### config.mk
export PLATFORM = sky130hd
export DESIGN_NAME = arbec_lane
export DESIGN_NICKNAME = d
export VERILOG_FILES = /design/src/rtl/core/arbec_pkg.sv /design/src/rtl/core/arbec_lane.sv
export SDC_FILE = /design/constraint.sdc
export NUM_CORES = 1
export LEC_CHECK = 0
export ABC_AREA = 1
export BUFFER_PORTS_ARGS = -buffer_cell sky130_fd_sc_hd__buf_2
export CAP_MARGIN = 40
export CELL_PAD_IN_SITES_DETAIL_PLACEMENT = 0
export CELL_PAD_IN_SITES_GLOBAL_PLACEMENT = 2
export CORE_AREA = 10 10 194 242
export CTS_CLUSTER_DIAMETER = 50
export CTS_CLUSTER_SIZE = 10
export DETAILED_ROUTE_END_ITERATION = 7
export DIE_AREA = 0 0 204 252
export GPL_TIMING_DRIVEN = 0
export PLACE_DENSITY = 0.81
export SETUP_SLACK_MARGIN = 0.2
export SLEW_MARGIN = 40
export SYNTH_ARGS = -nofsm -noshare
export SYNTH_HDL_FRONTEND = slang
export SYNTH_SLANG_ARGS = --single-unit
### constraint.sdc
create_clock -name clk -period 6.91 [get_ports clk]
set_input_delay 0.691 -clock clk [delete_from_list [all_inputs] [get_ports clk]]
set_output_delay 0.691 -clock clk [all_outputs]
set_load 0.02 [all_outputs]
### src/rtl/core/arbec_pkg.sv
// Package for the ambiguity resolving bit error counter.
// Holds the sizing constants, operation and register codes, and the lane and merge control types.
// It depends on nothing else.
package arbec_pkg;

    localparam int STREAMS     = 4;
    localparam int MAX_PERMS   = 32;
    localparam int MAX_COLUMNS = 65536;

    localparam int LANE_W   = 5;
    localparam int SEARCH_W = 6;
    localparam int WORD_W   = 8;
    localparam int IDX_W    = 2;
    localparam int CNT_W    = 17;
    localparam int SUM_W    = 19;
    localparam int ADDR_W   = 3;
    localparam int DATA_W   = 32;
    localparam int REG_IDX_W = ADDR_W - 2;

    localparam logic [CNT_W-1:0]    COL_LIMIT     = CNT_W'(MAX_COLUMNS);
    localparam logic [SEARCH_W-1:0] SEARCH_MAX    = SEARCH_W'(MAX_PERMS);
    localparam logic [SEARCH_W-1:0] SEARCH_RESET  = SEARCH_W'(1);

    localparam logic OP_WRITE_PERM = 1'b0;
    localparam logic OP_COLUMN     = 1'b1;

    localparam logic [REG_IDX_W-1:0] REG_PERMS_IN_USE = REG_IDX_W'(0);

    typedef struct packed {
        logic                    perm_wr;
        logic [LANE_W-1:0]       perm_slot;
        logic [WORD_W-1:0]       perm_word;
        logic                    count_en;
        logic [STREAMS-1:0]      source_bits;
        logic [STREAMS-1:0]      detected_bits;
        logic                    finish;
        logic [CNT_W-1:0]        columns;
        logic [SEARCH_W-1:0]     searched;
    } lane_ctrl_t;

    typedef struct packed {
        logic                    start;
        logic [CNT_W-1:0]        columns;
        logic [SEARCH_W-1:0]     searched;
    } merge_ctrl_t;

endpackage

### src/rtl/core/arbec_lane.sv
// One permutation lane: holds its table entry and per-stream mismatch counters.
// On finish it registers its error sum and inversion mask. Depends on arbec_pkg.
module arbec_lane
    import arbec_pkg::*;
(
    input  logic                clk,
    input  logic                rst_n,
    input  lane_ctrl_t          ctrl,
    input  logic [LANE_W-1:0]   lane_id,
    output logic [SUM_W-1:0]    sum_reg,
    output logic [STREAMS-1:0]  mask_reg
);

    logic [WORD_W-1:0]   perm_reg;
    logic [CNT_W-1:0]    cnt_reg  [STREAMS];
    logic [CNT_W-1:0]    cnt_next [STREAMS];
    logic [CNT_W-1:0]    inv      [STREAMS];
    logic [IDX_W-1:0]    idx      [STREAMS];
    logic [STREAMS-1:0]  miss;
    logic                active;
    logic [SUM_W-1:0]    sum_next;
    logic [STREAMS-1:0]  mask_next;

    assign active = SEARCH_W'(lane_id) < ctrl.searched;

    always_ff @(posedge clk)
    begin
        if (ctrl.perm_wr && (ctrl.perm_slot == lane_id))
        begin
            perm_reg <= ctrl.perm_word;
        end
    end

    always_comb
    begin
        for (int s = 0; s < STREAMS; s++)
        begin
            idx[s]  = perm_reg[IDX_W*s +: IDX_W];
            miss[s] = ctrl.source_bits[s] ^ ctrl.detected_bits[idx[s]];
            if (ctrl.finish)
            begin
                cnt_next[s] = '0;
            end
            else if (ctrl.count_en && active)
            begin
                cnt_next[s] = cnt_reg[s] + CNT_W'(miss[s]);
            end
            else
            begin
                cnt_next[s] = cnt_reg[s];
            end
        end
    end

    always_comb
    begin
        sum_next  = '0;
        mask_next = '0;
        for (int s = 0; s < STREAMS; s++)
        begin
            inv[s] = ctrl.columns - cnt_reg[s];
            if (cnt_reg[s] < inv[s])
            begin
                sum_next = sum_next + SUM_W'(cnt_reg[s]);
            end
            else
            begin
                sum_next     = sum_next + SUM_W'(inv[s]);
                mask_next[s] = 1'b1;
            end
        end
    end

    always_ff @(posedge clk or negedge rst_n)
    begin
        if (!rst_n)
        begin
            for (int s = 0; s < STREAMS; s++)
            begin
                cnt_reg[s] <= '0;
            end
        end
        else
        begin
            for (int s = 0; s < STREAMS; s++)
            begin
                cnt_reg[s] <= cnt_next[s];
            end
        end
    end

    always_ff @(posedge clk)
    begin
        if (ctrl.finish)
        begin
            sum_reg  <= sum_next;
            mask_reg <= mask_next;
        end
    end

endmodule

# ---- Word-level counts from Yosys, hierarchy flattened
# Index checks and enable logic that the tools add are counted.
# W data, S select, Z words.
dict set report totals {
  regBits 99
  in_bits 54
  out_inout_bits 23
  elab_cells 62
}
dict set report classes {
  n_addsub 14
  magnitude_cmp 9
  n_eq_ne 1
  n_mux 24
  bitwise 4
  reduce_logical 3
}
# cell count
set op_table {}
lappend op_table {{$mux W17} 9}
lappend op_table {{$add A19 B17 Y19} 6}
lappend op_table {{$add A17 B1 Y17} 4}
lappend op_table {{$lt A17 B17 Y1} 4}
lappend op_table {{$sub A17 B17 Y17} 4}
lappend op_table {{$mux W19} 3}
lappend op_table {{$lt A2 B3 Y1 const B} 4}
lappend op_table {{$bmux W1 S2} 4}
lappend op_table {{$mux W1} 8}
lappend op_table {{$lt A5 B6 Y1} 1}
lappend op_table {{$eq A5 B5 Y1} 1}
lappend op_table {{$xor A1 B1 Y1} 4}
lappend op_table {{$logic_and A1 B1 Y1} 2}
lappend op_table {{$reduce_bool A2 Y1} 1}

# ---- Depth between registers and ports, before layout
dict set report logic_depth {
  ltp_word 9
  ltp_mapped 52
}

# ---- Least setup slack after synthesis
# OpenSTA, ideal clock, no wires.
dict set report synth_path {
  path_kind {in2reg}
  start {input ctrl[6] (netlist bit)}
  end {register sum_reg[18] (data pin)}
  arrival_time_ps 6681
  t_required_ps 6657
  path_slack_ps -24
  cell_stages 45
  n_path_buf 1
  path_cell_list {inv_1 > ha_1 > fa_1 > o21ai_2 > nand3_1 > nand2_1 > nand2_1 > a21o_1 > nand2_1 > inv_1 > ha_1 > a21oi_1 > o21ai_0 > a21oi_4 > nand3_4 > buf_8 > nand2_2 > o21ai_2 > (+9 left out) > inv_1 > a21oi_1 > nand3_1 > nand2_1 > nand2_1 > xor2_1 > ha_1 > nand2_1 > inv_1 > nand2_1 > nor3_1 > nand2_1 > nand2_1 > nand2_1 > nand2_1 > nand3_1 > nand2_1 > nand2_1}
}
dict set report synth_via {
  elab_chain_cells 9
  word_cells_on_any_way 18
  cone_classes {10 x add/sub; 4 x order compare; 4 x mux}
}
# item line_no
set synth_lines {}
lappend synth_lines {{from (decl)} arbec_lane.sv:8} ;# input lane_ctrl_t ctrl,
lappend synth_lines {{$sub A17 B17 Y17} arbec_lane.sv:61} ;# inv[s] = ctrl.columns - cnt_reg[s];
lappend synth_lines {{$lt A17 B17 Y1} arbec_lane.sv:62} ;# if (cnt_reg[s] < inv[s])
lappend synth_lines {{$mux W17} arbec_lane.sv:62}
lappend synth_lines {{$add A19 B17 Y19 (on tied branches)} {arbec_lane.sv:68, arbec_lane.sv:64}}
lappend synth_lines {{$mux W19} arbec_lane.sv:62}
lappend synth_lines {{$add A19 B17 Y19 (on tied branches)} {arbec_lane.sv:68, arbec_lane.sv:64}}
lappend synth_lines {{$mux W19} arbec_lane.sv:62}
lappend synth_lines {{$add A19 B17 Y19 (on tied branches)} {arbec_lane.sv:68, arbec_lane.sv:64}}
lappend synth_lines {{$mux W19 *} arbec_lane.sv:62}
lappend synth_lines {{via sum_next[18]} arbec_lane.sv:21} ;# logic [SUM_W-1:0] sum_next;
lappend synth_lines {{to (signal assigned)} arbec_lane.sv:96} ;# sum_reg <= sum_next;
lappend synth_lines {{to (decl)} arbec_lane.sv:10} ;# output logic [SUM_W-1:0] sum_reg,
# The timed path passes the listed nets; every way through them passes the cells marked *.
# A chain may end at the register's enable or synchronous reset.

# ---- Worst setup path after layout
# Same ends and word-level chain as after synthesis.

==> out/summary.txt <==
Drt drc: 0
Fin. max-slew vios: 0
Capturing element type of the critical path: flip-flop
Met3 Routed Length: 1790 microns
Die H: 252 microns
Max VDD drop: 107 uV
Met2 wire length: 27100 microns
I/O pin cnt: 77
CTS Hold Bufs: 0
Worst hold path type: in -> async
RSZ-0062 raised after global routing: yes
Clock tree sinks: 99
Layout cells sized above 1: 0.297
Max Clk Rate: 143 MHz
Register bit total from synthesis: 99
Core area: 41900 sq um
Final setup viols: 1
Largest net degree at the start of global routing: 46
Setup slack, reg-to-reg: 0.08 ns
Vias/cell: 5.22
Via count: 14690
Die area: 51400 sq um
Sequential fraction of the synthesis area: 0.191
Worst Clk Skew: 0.0130 ns
Max Used Layer: met4
Pwr/cell area: 91.9 nW/um^2
CTS buffer count: 9
Most frequent cells in the layout: nand2_1, inv_1, ha_1
Sw Ratio: 0.379
Reg2Reg Capture Point: sum_reg[18]
Status: finished, violations left
Die W: 204 microns
Final hold slack: 0.165 ns
Nets@finish: 2505
DR WL/cell: 19.4 microns
Crit Path Max Fanout: 5
Net Count, Synth: 2292
Htree depth: 3
Synth top area cells: ha_1, nand2_1, dfrtp_1, inv_1, edfxtp_1
Max-cap viol count: 0
Switching pwr: 645 uW
First-pass GRT wire length: 80300 microns
Crit path launch type: primary input
Root buffer cell: clkbuf_16
CP max-delay cell: fa_2
Post-DP Area: 14900 sq um
Worst Setup SP: ctrl[6]
DP HPWL: 42200 microns
Total Routing Usage GR: 0.204
Failing checks: setup timing
Fin crit share: 1.01
Worst stage delay on the critical path: 0.33 ns
Power share of the combinational group: 0.305
Netlist cell types: 57
Final worst setup slack: -0.0817 ns
Antenna violations before repair: 0
Design area: 18500 sq um
Initial core utilization: 0.329
DR iter-0 viols: 965
Cell Int Power: 1060 uW
Setup CP Type: in -> reg
Top-area cell type share of the netlist area: 0.177
Final RePlAce weighted congestion: 0.910
IO buf count: 76
P&R area growth vs syn: 34.2%
R2R Path Start: cnt_reg[54]
Routed Antenna Nets: 0
Synth warn: 0
Reg clk slew, reported paths: 0.09 ns
Total iterations of the first detailed-routing run: 5
Skew-Pair Late Insertion Delay: 0.39 ns
Arrival time at the worst endpoint: 7.15 ns
Flop pwr share: 0.367
Clk pwr share: 0.327
Hold Vio Cnt, Final: 0
Worst EP required: 7.07 ns
Worst Tran Pin Value: 0.799 ns
CTS tree: yes
Worst setup endpoint: sum_reg[18]
Slew HR: 0.468
Site Rows: 84
Longest Clk Path Bufs: 2
Wire length on met1: 23200 microns
Leak: 0.00885 uW
Most common cell after layout, fill and taps aside: nand2_1
Mapped cell area: 13800 sq um
Reg2reg path depth: 47
Shortest period the worst path allows: 6.99 ns
Cell accounting for the most synthesized area: ha_1
Mapped Cells: 2036
Drt total wl: 54600 microns
Vias in the first global route: 14155
Average size of a mapped cell: 6.78 sq um
Global route overflow: 0
Max reg flops: 68
Antenna Cells: 0
synth_stat cells (all sizes together):
cell / number
a21boi: 5
a21o: 9
a21oi: 185
a31o: 1
a31oi: 9
a32oi: 4
and2: 1
and3: 1
buf: 19
clkbuf: 8
dfrtp: 68
edfxtp: 31
fa: 7
ha: 195
inv: 294
nand2: 527
nand2b: 1
nand3: 134
nand3b: 12
nand4: 67
nor2: 111
nor2b: 1
nor3: 65
nor4: 6
o2111ai: 1
o211ai: 5
o21a: 2
o21ai: 145
o21bai: 6
o22ai: 1
o31ai: 11
or2: 7
or4: 1
xnor2: 17
xor2: 79
metal layers:
layer | track usage | up-vias
li1 | - | 7291
met1 | 0.246 | 6962
met2 | 0.357 | 341
met3 | 0.0165 | 96
met4 | 0.0971 | 0
met5 | 0 | -
per-stage QoR:
step / setup WS (ns) / utilization / total power [uW] / std cells / setup TNS, ns
6_report: -0.0817 / 0.441 / 1700 / 2813 / -0.0817
5_1_grt: -0.338 / 0.441 / 1780 / 2813 / -1.24
4_1_cts: -0.0340 / 0.410 / 1680 / 2767 / -0.0650
3_5_place_dp: -1.79 / 0.356 / 1090 / 2672 / -20.88
3_3_place_gp: -1.80 / 0.355 / 1090 / 2671 / -20.50
2_1_floorplan: 0.215 / - / 923 / 2036 / 0
critical path, delay by kind of cell:
family                     cells  cell delay [ns]
AOI/OAI and AO/OA              9             1.37
adders and majority gates      5             1.33
buffers and inverters         15             1.82
and+or+nand+nor               16             1.55
xor gates and xnor gates       2             0.37
power groups by stage:
stage                     logic [uW]  clock network [uW]  registers (uW)
after detailed placement         459                   0             636
after global placement           453                   0             636
after floorplan                  278                   0             645
final                            519                 557             624
after global routing             578                 578             626
after CTS                        492                 561             625
repair_timing:
action	in CTS	in global routing
buffers inserted	77	45
hold endpoints to repair	0	0
endpoints found under the setup margin	16	13
pin swaps	96	123
gates resized for setup	259	238
gates cloned	2	1
worst min-delay path by stage:
| stage | endpoint | slack, ns | cells past startpoint |
|---|---|---|---|
| floorplan | cnt_reg[0] | 0.40 | 0 |
| global placement | cnt_reg[38] | 0.54 | 1 |
| detailed placement | cnt_reg[38] | 0.55 | 1 |
| CTS | cnt_reg[30] | 0.16 | 1 |
| global route | cnt_reg[31] | 0.18 | 1 |
| finish | cnt_reg[30] | 0.17 | 1 |
layout make-up:
class / count / area, sq um
multi-input combinational: 1616 / 12000
inverter: 294 / 1120
clock buffer: 9 / 225
timing repair buffer: 202 / 1510
sequential: 99 / 2650
tap: 559 / 699
clock inverter: 7 / 73.8
buffer: 27 / 229
fill: 4249 / 23400
kinds of logic (layout without fill, tap and decap cells):
logic type	count (synthesis)	count (layout)	synth area share
simple gates	934	934	0.311
compound gates	384	384	0.157
buf+inv	321	539	0.0937
fa+ha+maj	202	202	0.187
flops	99	99	0.191
xor+xnor	96	96	0.0609
Power figures use the tool's default switching activity.
