===== src/rtl/core/arbec_pkg.sv =====
// Package for the ambiguity resolving bit error counter.
// Holds the sizing constants, operation and register codes, and the lane and merge control types.
// It depends on nothing else.
package arbec_pkg;

    localparam int STREAMS     = 4;
    localparam int MAX_PERMS   = 32;
    localparam int MAX_COLUMNS = 65536;

    localparam int LANE_W   = 5;
    localparam int SEARCH_W = 6;
    localparam int WORD_W   = 8;
    localparam int IDX_W    = 2;
    localparam int CNT_W    = 17;
    localparam int SUM_W    = 19;
    localparam int ADDR_W   = 3;
    localparam int DATA_W   = 32;
    localparam int REG_IDX_W = ADDR_W - 2;

    localparam logic [CNT_W-1:0]    COL_LIMIT     = CNT_W'(MAX_COLUMNS);
    localparam logic [SEARCH_W-1:0] SEARCH_MAX    = SEARCH_W'(MAX_PERMS);
    localparam logic [SEARCH_W-1:0] SEARCH_RESET  = SEARCH_W'(1);

    localparam logic OP_WRITE_PERM = 1'b0;
    localparam logic OP_COLUMN     = 1'b1;

    localparam logic [REG_IDX_W-1:0] REG_PERMS_IN_USE = REG_IDX_W'(0);

    typedef struct packed {
        logic                    perm_wr;
        logic [LANE_W-1:0]       perm_slot;
        logic [WORD_W-1:0]       perm_word;
        logic                    count_en;
        logic [STREAMS-1:0]      source_bits;
        logic [STREAMS-1:0]      detected_bits;
        logic                    finish;
        logic [CNT_W-1:0]        columns;
        logic [SEARCH_W-1:0]     searched;
    } lane_ctrl_t;

    typedef struct packed {
        logic                    start;
        logic [CNT_W-1:0]        columns;
        logic [SEARCH_W-1:0]     searched;
    } merge_ctrl_t;

endpackage


===== src/rtl/core/arbec_result_if.sv =====
// Result channel interface of the bit error counter: valid, ready and one search result.
// Depends on arbec_pkg for the field widths.
interface arbec_result_if
    import arbec_pkg::*;
();
    logic                valid;
    logic                ready;
    logic [SUM_W-1:0]    min_errors;
    logic [SUM_W-1:0]    total_bits;
    logic [LANE_W-1:0]   best_permutation;
    logic [STREAMS-1:0]  invert_mask;

    modport source (
        output valid, min_errors, total_bits, best_permutation, invert_mask,
        input  ready
    );

    modport sink (
        input  valid, min_errors, total_bits, best_permutation, invert_mask,
        output ready
    );
endinterface


===== src/rtl/core/arbec_merge.sv =====
// Merging stage: scans the registered lane sums one lane per cycle, keeps the first minimum,
// and holds the result in an output register. Depends on arbec_pkg and arbec_result_if.
module arbec_merge
    import arbec_pkg::*;
(
    input  logic                clk,
    input  logic                rst_n,
    input  merge_ctrl_t         ctrl,
    input  logic [SUM_W-1:0]    lane_sum  [MAX_PERMS],
    input  logic [STREAMS-1:0]  lane_mask [MAX_PERMS],
    arbec_result_if.source      results,
    output logic                busy
);

    logic                busy_reg;
    logic                busy_next;
    logic [SEARCH_W-1:0] scan_reg;
    logic [SEARCH_W-1:0] scan_next;
    logic [SUM_W-1:0]    best_sum_reg;
    logic [LANE_W-1:0]   best_perm_reg;
    logic [STREAMS-1:0]  best_mask_reg;
    logic [SUM_W-1:0]    total_reg;
    logic                valid_reg;
    logic                valid_next;
    logic [SUM_W-1:0]    min_errors_reg;
    logic [SUM_W-1:0]    total_bits_reg;
    logic [LANE_W-1:0]   best_permutation_reg;
    logic [STREAMS-1:0]  invert_mask_reg;
    logic [LANE_W-1:0]   lane_sel;
    logic                scan_done;
    logic                load;

    assign lane_sel  = scan_reg[LANE_W-1:0];
    assign scan_done = (scan_reg == ctrl.searched);
    assign load      = busy_reg && scan_done && (!valid_reg || results.ready);
    assign busy      = busy_reg;

    always_comb
    begin
        busy_next = busy_reg;
        scan_next = scan_reg;
        if (ctrl.start)
        begin
            busy_next = 1'b1;
            scan_next = '0;
        end
        else if (busy_reg && !scan_done)
        begin
            scan_next = scan_reg + SEARCH_W'(1);
        end
        else if (load)
        begin
            busy_next = 1'b0;
        end
    end

    always_comb
    begin
        valid_next = valid_reg;
        if (load)
        begin
            valid_next = 1'b1;
        end
        else if (results.ready)
        begin
            valid_next = 1'b0;
        end
    end

    always_ff @(posedge clk or negedge rst_n)
    begin
        if (!rst_n)
        begin
            busy_reg  <= 1'b0;
            scan_reg  <= '0;
            valid_reg <= 1'b0;
        end
        else
        begin
            busy_reg  <= busy_next;
            scan_reg  <= scan_next;
            valid_reg <= valid_next;
        end
    end

    always_ff @(posedge clk)
    begin
        if (ctrl.start)
        begin
            best_sum_reg <= '1;
            total_reg    <= SUM_W'(ctrl.columns) * SUM_W'(STREAMS);
        end
        else if (busy_reg && !scan_done && (lane_sum[lane_sel] < best_sum_reg))
        begin
            best_sum_reg  <= lane_sum[lane_sel];
            best_perm_reg <= lane_sel;
            best_mask_reg <= lane_mask[lane_sel];
        end
        if (load)
        begin
            min_errors_reg       <= best_sum_reg;
            total_bits_reg       <= total_reg;
            best_permutation_reg <= best_perm_reg;
            invert_mask_reg      <= best_mask_reg;
        end
    end

    assign results.valid            = valid_reg;
    assign results.min_errors       = min_errors_reg;
    assign results.total_bits       = total_bits_reg;
    assign results.best_permutation = best_permutation_reg;
    assign results.invert_mask      = invert_mask_reg;

    // The scan index never runs past the number of searched lanes.
    a_scan_bound: assert property (@(posedge clk) disable iff (!rst_n)
        busy_reg |-> (scan_reg <= ctrl.searched))
        else $error("merge scan index ran past the searched lanes");

    // Once a lane has been taken, the best sum is at most half the bit total.
    a_best_bound: assert property (@(posedge clk) disable iff (!rst_n)
        (busy_reg && (scan_reg != '0)) |-> (best_sum_reg <= (total_reg >> 1)))
        else $error("best error sum exceeds half of the bit total");

    // A delivered result never claims more errors than half the bits.
    a_result_bound: assert property (@(posedge clk) disable iff (!rst_n)
        valid_reg |-> (min_errors_reg <= (total_bits_reg >> 1)))
        else $error("result error count exceeds half of the bit total");

    // A search that starts begins its scan at lane zero.
    a_start_scan: assert property (@(posedge clk) disable iff (!rst_n)
        ctrl.start |=> (busy_reg && (scan_reg == '0)))
        else $error("merge scan did not start from lane zero");

endmodule


===== src/flat_wrapper.sv =====
// flat-port wrapper written by rule: the top's interface ports become plain ports
module arbec_merge_flat import arbec_pkg::*;
  (clk, rst_n, ctrl, lane_sum, lane_mask, busy, results_valid, results_min_errors, results_total_bits, results_best_permutation, results_invert_mask, results_ready);
  arbec_result_if results_i ();
  input  logic clk;
  input  logic rst_n;
  input  merge_ctrl_t ctrl;
  input  logic [SUM_W-1:0] lane_sum[MAX_PERMS];
  input  logic [STREAMS-1:0] lane_mask[MAX_PERMS];
  output logic busy;
  output wire logic [$bits(results_i.valid)-1:0] results_valid;
  output wire logic [$bits(results_i.min_errors)-1:0] results_min_errors;
  output wire logic [$bits(results_i.total_bits)-1:0] results_total_bits;
  output wire logic [$bits(results_i.best_permutation)-1:0] results_best_permutation;
  output wire logic [$bits(results_i.invert_mask)-1:0] results_invert_mask;
  input wire logic [$bits(results_i.ready)-1:0] results_ready;
  assign results_valid = results_i.valid;
  assign results_min_errors = results_i.min_errors;
  assign results_total_bits = results_i.total_bits;
  assign results_best_permutation = results_i.best_permutation;
  assign results_invert_mask = results_i.invert_mask;
  assign results_i.ready = results_ready;
  arbec_merge u_core (.clk(clk), .rst_n(rst_n), .ctrl(ctrl), .lane_sum(lane_sum), .lane_mask(lane_mask), .results(results_i), .busy(busy));
endmodule

===== config.mk =====
export PLATFORM = sky130hd
export DESIGN_NAME = arbec_merge_flat
export DESIGN_NICKNAME = d
export VERILOG_FILES = /design/src/rtl/core/arbec_pkg.sv /design/src/rtl/core/arbec_result_if.sv /design/src/rtl/core/arbec_merge.sv /design/src/flat_wrapper.sv
export SDC_FILE = /design/constraint.sdc
export NUM_CORES = 1
export LEC_CHECK = 0
export BUFFER_PORTS_ARGS = -buffer_cell sky130_fd_sc_hd__buf_2
export CORE_AREA = 8 8 313 315
export DETAILED_ROUTE_END_ITERATION = 10
export DIE_AREA = 0 0 321 323
export RECOVER_POWER = 50
export SYNTH_ARGS = -nofsm -noshare
export SYNTH_HDL_FRONTEND = slang
export SYNTH_SLANG_ARGS = --single-unit

===== constraint.sdc =====
create_clock -name clk -period 6.9 [get_ports clk]
set_input_delay 1.38 -clock clk [delete_from_list [all_inputs] [get_ports clk]]
set_output_delay 1.38 -clock clk [all_outputs]
set_load 0.01 [all_outputs]

# Word-level counts from Yosys, hierarchy flattened
# Index checks and enable logic that the tools add are counted.
dict set report totals {
  ff_bits 98
  output_inout_bits 49
  elab_cells 43
}
dict set report op_classes {
  n_addsub 1
  magnitude_cmp 2
  eq_ne 2
  muxes 13
  bitwise_logic 2
  n_reduce_logical 12
}
# op count
set ops {}
lappend ops {{$bmux 19 s5} 1}
lappend ops {{$mux 19} 2}
lappend ops {{$bmux 4 s5} 1}
lappend ops {{$lt 19x19->1} 1}
lappend ops {{$mux 6} 2}
lappend ops {{$mux 4} 2}
lappend ops {{$add 6x1->6 const B} 1}
lappend ops {{$eq 6x6->1} 1}
lappend ops {{$ge 6x6->1 const B} 1}
lappend ops {{$not 5->6} 1}
lappend ops {{$reduce_bool 2->1} 3}
lappend ops {{$mux 1} 5}
lappend ops {{$logic_and 1x1->1} 4}
lappend ops {{$reduce_and 2->1} 2}
lappend ops {{$logic_not 1->1} 2}
lappend ops {{$ne 2x2->1 const B} 1}
lappend ops {{$logic_or 1x1->1} 1}
lappend ops {{$not 1->1} 1}

# Longest topological paths before layout
# Gate-level depths: netlist of the first run.
dict set report logic_depth {
  depth_word 7
  depth_mapped 14
  depth_no_buf 10
}

# Worst setup path before layout of the first run
# OpenSTA, ideal clock, no wires.
dict set report synth_timing {
  kind {in2reg}
  from {input lane_sum[10] in the netlist's numbering}
  to {register u_core.best_mask_reg[0] (enable)}
  arrival_ns 4.361
  path_slack_ns 2.163
  cell_stages 11
  n_path_buf 1
  path_cell_list {mux4_2 > mux4_2 > mux2_2 > ha_1 > a21oi_1 > o21ai_0 > a221oi_1 > nand4_1 > a31oi_1 > buf_2 > nor2b_1}
}
dict set report synth_between {
  elab_chain_cells 6
}
# element line_no
set synth_rtl {}
lappend synth_rtl {{start, declared} flat_wrapper.sv:8} ;# input logic [SUM_W-1:0] lane_sum[MAX_PERMS];
lappend synth_rtl {{$bmux 19 s5} arbec_merge.sv:93} ;# else if (busy_reg && !scan_done && (lane_sum[lane_sel] < best_sum_reg))
lappend synth_rtl {{$mux 19 (not written as such) (2 in a row)} arbec_merge.sv:93}
lappend synth_rtl {{$lt 19x19->1} arbec_merge.sv:93}
lappend synth_rtl {{$logic_and 1x1->1} arbec_merge.sv:93}
lappend synth_rtl {{$reduce_and 2->1 (no source line)} n/a}
lappend synth_rtl {{end signal, assigned} arbec_merge.sv:97} ;# best_mask_reg <= lane_mask[lane_sel];
lappend synth_rtl {{end, declared} arbec_merge.sv:21} ;# logic [STREAMS-1:0] best_mask_reg;
# No other way between the ends. The select of a mux whose other input is x is not followed.
# A chain may end at the register's enable or synchronous reset.

# Worst setup path in the final report of the first run
dict set report layout_timing {
  from {register u_core.scan_reg[1]}
  to {register u_core.best_perm_reg[3] (enable)}
}
dict set report layout_between {
  elab_chain_cells 7
  elab_cells_between_ends 10
}
# element line_no
set layout_rtl {}
lappend layout_rtl {{start, declared} arbec_merge.sv:17} ;# logic [SEARCH_W-1:0] scan_reg;
lappend layout_rtl {{start signal, assigned} arbec_merge.sv:81} ;# scan_reg <= scan_next;
lappend layout_rtl {{$not 5->6 (not written as such)} arbec_merge.sv:93}
lappend layout_rtl {{$bmux 19 s5} arbec_merge.sv:93}
lappend layout_rtl {{$mux 19 (not written as such) (2 in a row)} arbec_merge.sv:93}
lappend layout_rtl {{$lt 19x19->1} arbec_merge.sv:93}
lappend layout_rtl {{$logic_and 1x1->1 *} arbec_merge.sv:93}
lappend layout_rtl {{$reduce_and 2->1 (no source line) *} n/a}
lappend layout_rtl {{end signal, assigned} arbec_merge.sv:96} ;# best_perm_reg <= lane_sel;
lappend layout_rtl {{end, declared} arbec_merge.sv:20} ;# logic [LANE_W-1:0] best_perm_reg;
# Mark *: on every way between the ends. The rest lies on a longest branch, timed or not. The select of a mux whose other input is x is not followed.

==> metrics.yaml, run 1 <==
holdBufCountCts: 0
dp_hpwl_mm: 65.2
path_class: "reg -> reg"
initial_core_util_pct: 10.3
dieArea_um2: 104000
cts_tree: "yes"
wl_mm: 72.9
cts_made_buffers: 9
die_x_um: 321
port_buffers: 809
htreeDepth: 3
cp_slowest_cell: "clkbuf_1"
rrSetupSlack_ps: 1240
grt_pass1_vias: 10770
drc: 0
slew_headroom_pct: -117
worstMarginPinSlew_ps: 3250
io_pins: 812
syn_to_final_growth_pct: 60.9
synth_top_area_share_pct: 51.9
hold_path.class: "reg -> reg"
drv_slew: 172
die_y_um: 323
postCtsSetupBuffers: 0
syn-mean-instance-area_um2: 15.9
critPathLaunchType: "flop"
irDropWorstVdd_uv: 88.8
async_flop_share_pct: 8.16
drive_above_1_share_pct: 77.5
hold_viol_final: 0
worstSkewPairLatency_ps: 370
grt_max_degree: 115
syn_inst: 601
fin_nets: 2156
setup_ws_ps: 1240
layout_common_cells: "787 x buf_2, 220 x mux4_2, 71 x edfxtp_1"
crit_family: "buffers and inverters"
status: "finished, violations left"
seq_area_frac_synth_pct: 28.4
p_total_w: 0.00266
max_cap_violations: 4
timing.setup.tns_ps: 0
rsz0062_at_grt: "false"
via_per_inst: 3.83
rows: 112
final_area_um2: 15400
syn_area_um2: 9550
p_leak_nw: 6.39
preCtsSetupSlack_ps: 1580
coreArea_um2: 92800
root_buffer: "clkbuf_16"
overflow: 0
cp_common_cell: "mux4_2"
mostFrequentLayoutCell: "buf_2"
synth_seq_cells: 98
setup.worst_path.end_class: "flop"
worstPathRequired_ps: 6900
clock_skew_ps: 11.8
clk_pin_slew_worst_paths_ps: 80
ys.warnings.count: 0
drt_iter0_drc: 764
timing.critical_path.buf_inv: 1
first_pass_iters: 5
cts_buffer_depth: 2
slowest_delay_ps: 1590
synth_edf_count: 71
finalCritPeriodShare_pct: 82.0
synth_area_leaders: "mux4_2 52%, edfxtp_1 22%, dfxtp_1 4.0%"
ys_types: 37
cp_data_arrival_time_ps: 5660
cts_resized: 0
gp_congestion: 1.00
violations: "max-capacitance violations, max-slew violations"
finalSetupViolCount: 0
max_freq_ghz: 0.177
yosysTopAreaCell: "mux4_2"
placed_area_um2: 15100
fill_cells: 10412
worst-path-max-fanout: 32
crit_chain: "clkbuf_1 > mux4_2 > mux4_2 > mux2_2 > ha_1 > a21oi_1 > o221ai_1 > a32oi_1 > nand4_1 > a31oi_2 > nor2b_2"
grt_first_pass_wirelength_mm: 94.5
cts_sinks: 98
fin_crit_ps: 5660
wl_per_cell_um: 27.6
synthFlopType: "edfxtp_1"
track_usage_pct: 13.3
vias: 10114
ant_nets: 0
p_per_area_nw_per_um2: 173
antenna_found_initial: 63
==> worst paths after layout <==
path	start	end	cells past startpoint
setup / recovery	u_core.scan_reg[1]	u_core.best_perm_reg[3]	11
hold / removal	u_core.total_reg[3]	u_core.results.total_bits[3]	0
setup reg to reg	u_core.scan_reg[1]	u_core.best_perm_reg[3]	11
hold reg to reg	u_core.total_reg[3]	u_core.results.total_bits[3]	0
max in group asynchronous	rst_n	u_core.scan_reg[1]	1
min in group asynchronous	rst_n	u_core.results.valid	1
==> Yosys cell counts (2+ instances only) <==
cell type	instances
buf_1	13
and2_1	3
buf_4	8
inv_1	22
nor4_1	2
clkbuf_1	21
nand4_1	7
o21ai_0	4
nand3_1	5
nor2b_1	4
nand2_1	6
dfrtp_1	8
mux4_2	220
xor2_1	10
a22oi_1	8
nor2_1	46
edfxtp_1	71
a21oi_1	8
ha_1	19
mux2i_1	36
nand2b_1	3
mux2_2	22
dfxtp_1	19
buf_2	23
==> through the flow <==
step	instances	util [%]	hold slack, ps
after floorplan	602	-	400
after global placement	2617	16.3	401
after detailed placement	2617	16.3	405
after CTS	2633	16.6	422
after global routing	2635	16.6	425
final	2640	16.6	421
==> power by group <==
group / switching [W] / internal (W) / leakage [nW]
Clock: 0.000262 / 0.000292 / 0.150
Sequential: 0.0000734 / 0.000717 / 0.914
Combinational: 0.000623 / 0.000693 / 5.32
Total: 0.000958 / 0.00170 / 6.39
==> cell families after synthesis <==
group                    count (synthesis)  synth area share (%)
multiplexers                           278                  58.2
other                                    1                0.0392
AND/OR/NAND/NOR                         77                  3.60
XOR/XNOR                                11                  1.01
adder cells (fa/ha/maj)                 19                  2.49
buffers and inverters                   88                  4.15
flip-flops                              98                  28.4
AO/OA/AOI/OAI                           29                  2.10
==> layer usage <==
layer	vias to the layer above	GRT usage (%)	routed length [um]
met5	-	0	177
met4	28	2.26	1350
met3	115	4.18	6370
met2	689	22.7	35600
met1	5114	16.5	29400
li1	4168	-	-
==> cell type report <==
class,instances,area [um^2],share of cell area (%)
antenna,7,17.5,0.114
inverter,22,82.6,0.537
multi-input combinational,416,6460,42.0
sequential,98,2720,17.7
timing repair buffer,827,4200,27.3
clock buffer,9,225,1.46
clock inverter,7,95.1,0.618
tap,1254,1570,10.2
Power figures use the tool's default switching activity.
==> run 2: changes to the inputs <==
--- a/config.mk
+++ b/config.mk
@@ -5,10 +5,11 @@
 export SDC_FILE = /design/constraint.sdc
 export NUM_CORES = 1
 export LEC_CHECK = 0
+export ABC_AREA = 1
 export BUFFER_PORTS_ARGS = -buffer_cell sky130_fd_sc_hd__buf_2
-export CORE_AREA = 8 8 313 315
+export CORE_AREA = 8 8 306 308
 export DETAILED_ROUTE_END_ITERATION = 10
-export DIE_AREA = 0 0 321 323
+export DIE_AREA = 0 0 314 316
 export RECOVER_POWER = 50
 export SYNTH_ARGS = -nofsm -noshare
 export SYNTH_HDL_FRONTEND = slang
==> constraint.sdc (replaced) <==
create_clock -name clk -period 5.5 [get_ports clk]
set_input_delay 1.1 -clock clk [delete_from_list [all_inputs] [get_ports clk]]
set_output_delay 1.1 -clock clk [all_outputs]
set_load 0.01 [all_outputs]
==> run 2 against run 1 <==
Net effect: the run still ends with max-capacitance violations, max-slew violations left; largest cell class unchanged; sequential power up 29%; wire length rose by 21%; sequential share of layout area shrank 0.47 points; global-route usage is 3.3 points higher; register-to-register slack lost 800 ps; worst setup slack got worse by 800 ps; combinational power is 48% higher; cell count rose by 32%; first-iteration DRC count increased by 130%; critical path type unchanged; highest routed layer unchanged; non-clock buffer count rose by 21; via count up 54%; die area shrank 4.3%.
==> metrics.yaml, run 2 <==
holdBufCountCts: 0  # unchanged
drive_above_1_share_pct: 37.6  # was 77.5%
overflow: 0  # unchanged
worst-path-max-fanout: 28  # was 32
cts_tree: "yes"  # unchanged
fin_nets: 3077  # was 2156
initial_core_util_pct: 11.7  # was 10.3%
die_x_um: 314  # was 321 um
cp_data_arrival_time_ps: 5060  # was 5660 ps
critPathLaunchType: "flop"  # unchanged
grt_first_pass_wirelength_mm: 117  # was 94.5 mm
irDropWorstVdd_uv: 129  # was 88.8 uV
dieArea_um2: 99200  # was 104000 um^2
p_leak_nw: 7.01  # was 6.39 nW
coreArea_um2: 89000  # was 92800 um^2
grt_max_degree: 149  # was 115
p_clk_share_pct: 18.0  # was 20.8%
max_freq_ghz: 0.198  # was 0.177 GHz
status: "finished, violations left"  # unchanged
finalSetupViolCount: 0  # unchanged
grt_pass1_vias: 15132  # was 10770
drc: 0  # unchanged
placed_area_um2: 15500  # was 15100 um^2
clk_pin_slew_worst_paths_ps: 70  # was 80 ps
antenna_found_initial: 49  # was 63
port_buffers: 809  # unchanged
rsz0062_at_grt: "false"  # unchanged
syn_area_um2: 10400  # was 9550 um^2
synth_area_leaders: "edfxtp_1 20%, o21ai_0 18%, nor2_1 13%"  # was mux4_2 52%, edfxtp_1 22%, dfxtp_1 4.0%
fill_cells: 10394  # was 10412
io_pins: 812  # unchanged
p_per_area_nw_per_um2: 229  # was 173 nW/um^2
violations: "max-capacitance violations, max-slew violations"  # unchanged
setup.worst_path.end_class: "flop"  # unchanged
wl_per_cell_um: 25.4  # was 27.6 um
postCtsSetupBuffers: 0  # unchanged
gp_congestion: 0.926  # was 1.00
ant_nets: 0  # unchanged
finalCritPeriodShare_pct: 92.0  # was 82.0%
syn_inst: 1604  # was 601
via_per_inst: 4.46  # was 3.83
crit_chain: "clkbuf_1 > nand3_1 > nand3_1 > and2_1 > ha_1 > nand2_1 > o21ai_0 > a211o_1 > nor2_2 > nand2_1 > nor2_2"  # was clkbuf_1 > mux4_2 > mux4_2 > mux2_2 > ha_1 > a21oi_1 > o221ai_1 > a32oi_1 > nand4_1 > a31oi_2 > nor2b_2
slowest_delay_ps: 1880  # was 1590 ps
syn_to_final_growth_pct: 51.5  # was 60.9%
p_total_w: 0.00362  # was 0.00266 W
dp_hpwl_mm: 73.7  # was 65.2 mm
drv_slew: 55  # was 172
max_cap_violations: 2  # was 4
mostFrequentLayoutCell: "buf_2"  # unchanged
wl_mm: 88.5  # was 72.9 mm
synth_top_area_share_pct: 20.4  # was 51.9%
seq_area_frac_synth_pct: 26.0  # was 28.4%
path_class: "reg -> reg"  # unchanged
htreeDepth: 3  # unchanged
ys_types: 37  # unchanged
root_buffer: "clkbuf_16"  # unchanged
clock_skew_ps: 5.77  # was 11.8 ps
fin_crit_ps: 5060  # was 5660 ps
drt_iter0_drc: 1749  # was 764
hold_viol_final: 0  # unchanged
slew_headroom_pct: -77.7  # was -117%
worstSkewPairLatency_ps: 350  # was 370 ps
die_y_um: 316  # was 323 um
rows: 110  # was 112
vias: 15551  # was 10114
cp_slowest_cell: "clkbuf_1"  # unchanged
timing.setup.tns_ps: 0  # unchanged
synth_edf_count: 71  # unchanged
layout_common_cells: "787 x buf_2, 371 x nor2_1, 369 x o21ai_0"  # was 787 x buf_2, 220 x mux4_2, 71 x edfxtp_1
synth_common_cells: "372 x nor2_1, 369 x o21ai_0, 156 x nand3_1, 130 x o221ai_1, 96 x nand2_1"  # was 220 x mux4_2, 71 x edfxtp_1, 46 x nor2_1, 36 x mux2i_1, 23 x buf_2
hold_path.class: "reg -> reg"  # unchanged
swShare_pct: 45.2  # was 36.0%
final_area_um2: 15800  # was 15400 um^2
synth_seq_cells: 98  # unchanged
async_flop_share_pct: 8.16  # unchanged
cts_buffer_depth: 2  # unchanged
worstMarginPinSlew_ps: 2670  # was 3250 ps
combPwrFrac_pct: 53.9  # was 49.5%
ys.warnings.count: 0  # unchanged
synthFlopType: "edfxtp_1"  # unchanged
p_int_w: 0.00199  # was 0.00170 W
syn-mean-instance-area_um2: 6.51  # was 15.9 um^2
yosysTopAreaCell: "edfxtp_1"  # was mux4_2
seqPwrFrac_pct: 28.1  # was 29.7%
worstPathRequired_ps: 5500  # was 6900 ps
first_pass_iters: 6  # was 5
cts_sinks: 98  # unchanged
synth_most_common_cell: "nor2_1"  # was mux4_2
cts_made_buffers: 9  # unchanged
track_usage_pct: 16.5  # was 13.3%
switchingPower_w: 0.00164  # was 0.000958 W
-- run 2: cell count changes in the layout (fill, tap and decap cells not counted), moves of 90 or more --
| cell | delta |
|---|---|
| o21ai_0 | +365 |
| nor2_1 | +325 |
| mux4_2 | -220 |
| nand3_1 | +151 |
| o221ai_1 | +129 |
| nand2_1 | +90 |
-- run 2: stage by stage --
stage                     util (%)  setup WS [ps]  instances  hold WS, ps
after floorplan                  -           1890       1605          400
after global placement        17.4            172       3460          400
after detailed placement      17.4            131       3460          405
after CTS                     17.8           87.5       3476          421
after global routing          17.7           86.0       3479          427
final                         17.8            438       3488          421
-- run 2: logic make-up (layout without fill, tap and decap cells) --
group / count (synthesis) / count (layout) / share of synthesized area, %
adders and majority gates: 19 / 19 / 2.28
DFF: 98 / 98 / 26.0
other: 1 / 14 / 0.0359
and+or+nand+nor: 663 / 663 / 27.0
AOI/OAI and AO/OA: 600 / 600 / 34.0
buffers and inverters: 217 / 912 / 10.2
xor gates and xnor gates: 6 / 6 / 0.504
-- run 2: metal layers --
metal | vias up | global-route usage (%) | wire, um
met3 | 143 | 5.12 | 8910
met5 | - | 0 | 136
met2 | 1015 | 28.1 | 41700
met1 | 7198 | 20.6 | 35800
met4 | 20 | 3.23 | 1930
li1 | 7175 | - | -
-- run 2: final cells by class --
cell class	instances	area, um^2	area share, %
Timing Repair Buffer	848	4420	27.9
Tap cell	1176	1470	9.30
Inverter	48	198	1.25
Clock inverter	6	73.8	0.467
Antenna cell	12	30.0	0.190
Sequential cell	98	2730	17.2
Multi-Input combinational cell	1290	6670	42.2
Clock buffer	10	229	1.45
-- run 2: worst paths after layout --
kind	start	endpoint	slack, ps	cells after the start
min reg2reg	u_core.total_reg[7]	u_core.results.total_bits[7]	420	0
max	u_core.scan_reg[3]	u_core.best_perm_reg[2]	440	11
min	u_core.total_reg[7]	u_core.results.total_bits[7]	420	0
min in group asynchronous	rst_n	u_core.results.valid	690	1
max in group asynchronous	rst_n	u_core.scan_reg[0]	4410	1
max reg2reg	u_core.scan_reg[3]	u_core.best_perm_reg[2]	440	11
-- run 2: what timing repair did --
action                                  4_1_cts  5_1_grt
endpoints found under the hold margin         0        0
endpoints found under the setup margin        0        9
gates resized for setup                       0        1
-- run 2: worst max-delay path, delay by kind of cell, from the launching register on --
| kind | cells | cell delay, ps |
|---|---|---|
| buf+inv | 1 | 1880 |
| simple gates | 7 | 1750 |
| compound gates | 2 | 410 |
| flops | 1 | 380 |
| fa+ha+maj | 1 | 230 |
-- run 2: power groups by stage --
stage	clock network, W	logic [W]	registers (W)
finish	0.000652	0.00195	0.00102
detailed placement	0	0.00197	0.00104
global route	0.000693	0.00217	0.00103
CTS	0.000670	0.00198	0.00102
floorplan	0	0.00114	0.000978
global placement	0	0.00197	0.00103
==> run 3: changes to the inputs <==
--- a/config.mk
+++ b/config.mk
@@ -10,6 +10,7 @@
 export CORE_AREA = 8 8 306 308
 export DETAILED_ROUTE_END_ITERATION = 10
 export DIE_AREA = 0 0 314 316
+export PLACE_DENSITY = 0.33
 export RECOVER_POWER = 50
 export SYNTH_ARGS = -nofsm -noshare
 export SYNTH_HDL_FRONTEND = slang
==> run 3 against run 2 <==
Net effect: the flow still finishes with violations (max-capacitance violations, max-slew violations); register-to-register slack better by 470 ps; total power is 1.1% lower; hold slack improved by 1.3 ps; die area stayed put; global-route usage rose by 0.22 points; flip-flop and latch count stayed put; combinational power hardly changed; critical path type unchanged.
==> metrics.yaml, run 3 (synthesized netlist as in run 2, its figures left out) <==
slew_headroom_pct: -43.7  # was -77.7%
utilization_pct: 17.7  # was 17.8%
switchingPower_w: 0.00164  # about the same
grt_first_pass_wirelength_mm: 120  # was 117 mm
r2r-start: "u_core.scan_reg[3]"  # unchanged
cts_made_buffers: 9  # unchanged
drc: 0  # unchanged
overflow: 0  # unchanged
dieArea_um2: 99200  # unchanged
crit_end: "u_core.best_perm_reg[1]"  # was u_core.best_perm_reg[2]
syn_to_final_growth_pct: 51.3  # was 51.5%
finalSetupViolCount: 0  # unchanged
io_pins: 812  # unchanged
seqPwrFrac_pct: 28.4  # was 28.1%
root_buffer: "clkbuf_16"  # unchanged
wl_met1_mm: 37.8  # was 35.8 mm
worst-path-max-fanout: 28  # unchanged
mostFrequentLayoutCell: "buf_2"  # unchanged
status: "finished, violations left"  # unchanged
startpoint: "u_core.scan_reg[3]"  # unchanged
drv_slew: 55  # unchanged
cp_data_arrival_time_ps: 4660  # was 5060 ps
worstPathRequired_ps: 5570  # was 5500 ps
rows: 110  # unchanged
irDropWorstVdd_uv: 123  # was 129 uV
die_y_um: 316  # unchanged
violations: "max-capacitance violations, max-slew violations"  # unchanged
postCtsSetupBuffers: 0  # unchanged
clock_skew_ps: 5.85  # was 5.77 ps
rsz0062_at_grt: "false"  # unchanged
fin_nets: 3076  # was 3077
initial_core_util_pct: 11.7  # unchanged
cts_buffer_depth: 2  # unchanged
worstMarginPinSlew_ps: 2160  # was 2670 ps
drt_iter0_drc: 1094  # was 1749
gp_congestion: 0.864  # was 0.926
track_usage_pct: 16.8  # was 16.5%
timing.setup.tns_ps: 0  # unchanged
fin_crit_ps: 4590  # was 5060 ps
swShare_pct: 45.8  # was 45.2%
reg2regPathDepth: 12  # was 11
hold_path.class: "reg -> reg"  # unchanged
die_x_um: 314  # unchanged
grt_pass1_vias: 15448  # was 15132
coreArea_um2: 89000  # unchanged
worstSkewPairLatency_ps: 360  # was 350 ps
cts_sinks: 98  # unchanged
fill_cells: 10524  # was 10394
cts_tree: "yes"  # unchanged
dr_wl_met2_mm: 43.0  # was 41.7 mm
rrSetupSlack_ps: 910  # was 440 ps
drive_above_1_share_pct: 37.5  # was 37.6%
timing.rr.end: "u_core.best_perm_reg[1]"  # was u_core.best_perm_reg[2]
wl_per_cell_um: 25.6  # was 25.4 um
via_per_inst: 4.28  # was 4.46
dp_hpwl_mm: 73.3  # was 73.7 mm
cts_resized: 0  # unchanged
clk_pin_slew_worst_paths_ps: 80  # was 70 ps
holdPathStages: 0  # unchanged
max_cap_violations: 3  # was 2
p_per_area_nw_per_um2: 227  # was 229 nW/um^2
port_buffers: 809  # unchanged
antenna_found_initial: 32  # was 49
vias: 14908  # was 15551
setup.worst_path.end_class: "flop"  # unchanged
grt_max_degree: 166  # was 149
combPwrFrac_pct: 53.5  # was 53.9%
p_clk_share_pct: 18.2  # was 18.0%
first_pass_iters: 5  # was 6
path_class: "reg -> reg"  # unchanged
htreeDepth: 3  # unchanged
p_int_w: 0.00194  # was 0.00199 W
top_layer: "met5"  # unchanged
finalCritPeriodShare_pct: 83.4  # was 92.0%
layout_common_cells: "787 x buf_2, 372 x nor2_1, 369 x o21ai_0"  # was 787 x buf_2, 371 x nor2_1, 369 x o21ai_0
holdBufCountCts: 0  # unchanged
ant_nets: 0  # unchanged
wl_mm: 89.1  # was 88.5 mm
wl_met3_mm: 6.45  # was 8.91 mm
max_freq_ghz: 0.218  # was 0.198 GHz
critPathLaunchType: "flop"  # unchanged
p_leak_nw: 7.00  # was 7.01 nW
hold_viol_final: 0  # unchanged
==> run 3: worst min-delay path by stage <==
stage | end | slack, ps | startpoint
floorplan | u_core.results.best_permutation[0] | 400 | u_core.best_perm_reg[0]
global placement | u_core.results.total_bits[5] | 400 | u_core.total_reg[5]
detailed placement | u_core.results.best_permutation[4] | 400 | u_core.best_perm_reg[4]
CTS | u_core.results.best_permutation[4] | 420 | u_core.best_perm_reg[4]
global route | u_core.results.total_bits[18] | 430 | u_core.total_reg[18]
finish | u_core.results.best_permutation[1] | 420 | u_core.best_perm_reg[1]
==> run 3: power groups by stage <==
| stage | Combinational [W] | Clock, W | Sequential (W) |
|---|---|---|---|
| 3_3_place_gp | 0.00198 | 0 | 0.00104 |
| 5_1_grt | 0.00216 | 0.000707 | 0.00103 |
| 4_1_cts | 0.00196 | 0.000686 | 0.00102 |
| 2_1_floorplan | 0.00114 | 0 | 0.000978 |
| 3_5_place_dp | 0.00196 | 0 | 0.00103 |
| 6_report | 0.00192 | 0.000651 | 0.00102 |
==> run 3: metrics by stage <==
step | setup WS (ps) | power (W) | cell area, um^2 | instances | hold slack (ps)
after global placement | 1110 | 0.00301 | 15500 | 3459 | 401
after floorplan | 1890 | 0.00212 | 10400 | 1605 | 400
after global routing | 680 | 0.00390 | 15800 | 3480 | 430
final | 911 | 0.00358 | 15800 | 3484 | 422
after detailed placement | 1120 | 0.00299 | 15500 | 3459 | 405
after CTS | 1100 | 0.00366 | 15800 | 3475 | 423
==> run 3: worst max-delay path, cell delays in order (launching register included) <==
cell and delay [ps]:
dfrtp_2 390, clkbuf_1 1530, nand3_1 340, nand3_1 360, and2_1 220, ha_1 250
a21oi_1 160, o21ai_0 110, a211o_1 320, nor2_2 110, nand2_1 110, nor2_1 100
buf_4 220
==> run 3: metal layers <==
layer  global-route usage (%)  vias to the layer above
li1                         -                     7177
met5                        0                        -
met4                     3.48                       18
met2                     28.9                      631
met1                     21.0                     7000
met3                     4.29                       82
==> run 3: area by class of cell <==
type	instances	area (um^2)	area share [%]
Antenna cell	9	22.5	0.143
Clock buffer	9	225	1.43
Clock inverter	7	66.3	0.420
Inverter	48	198	1.25
Multi-Input combinational cell	1290	6670	42.2
Sequential cell	98	2730	17.3
Tap cell	1176	1470	9.32
Timing Repair Buffer	847	4410	27.9
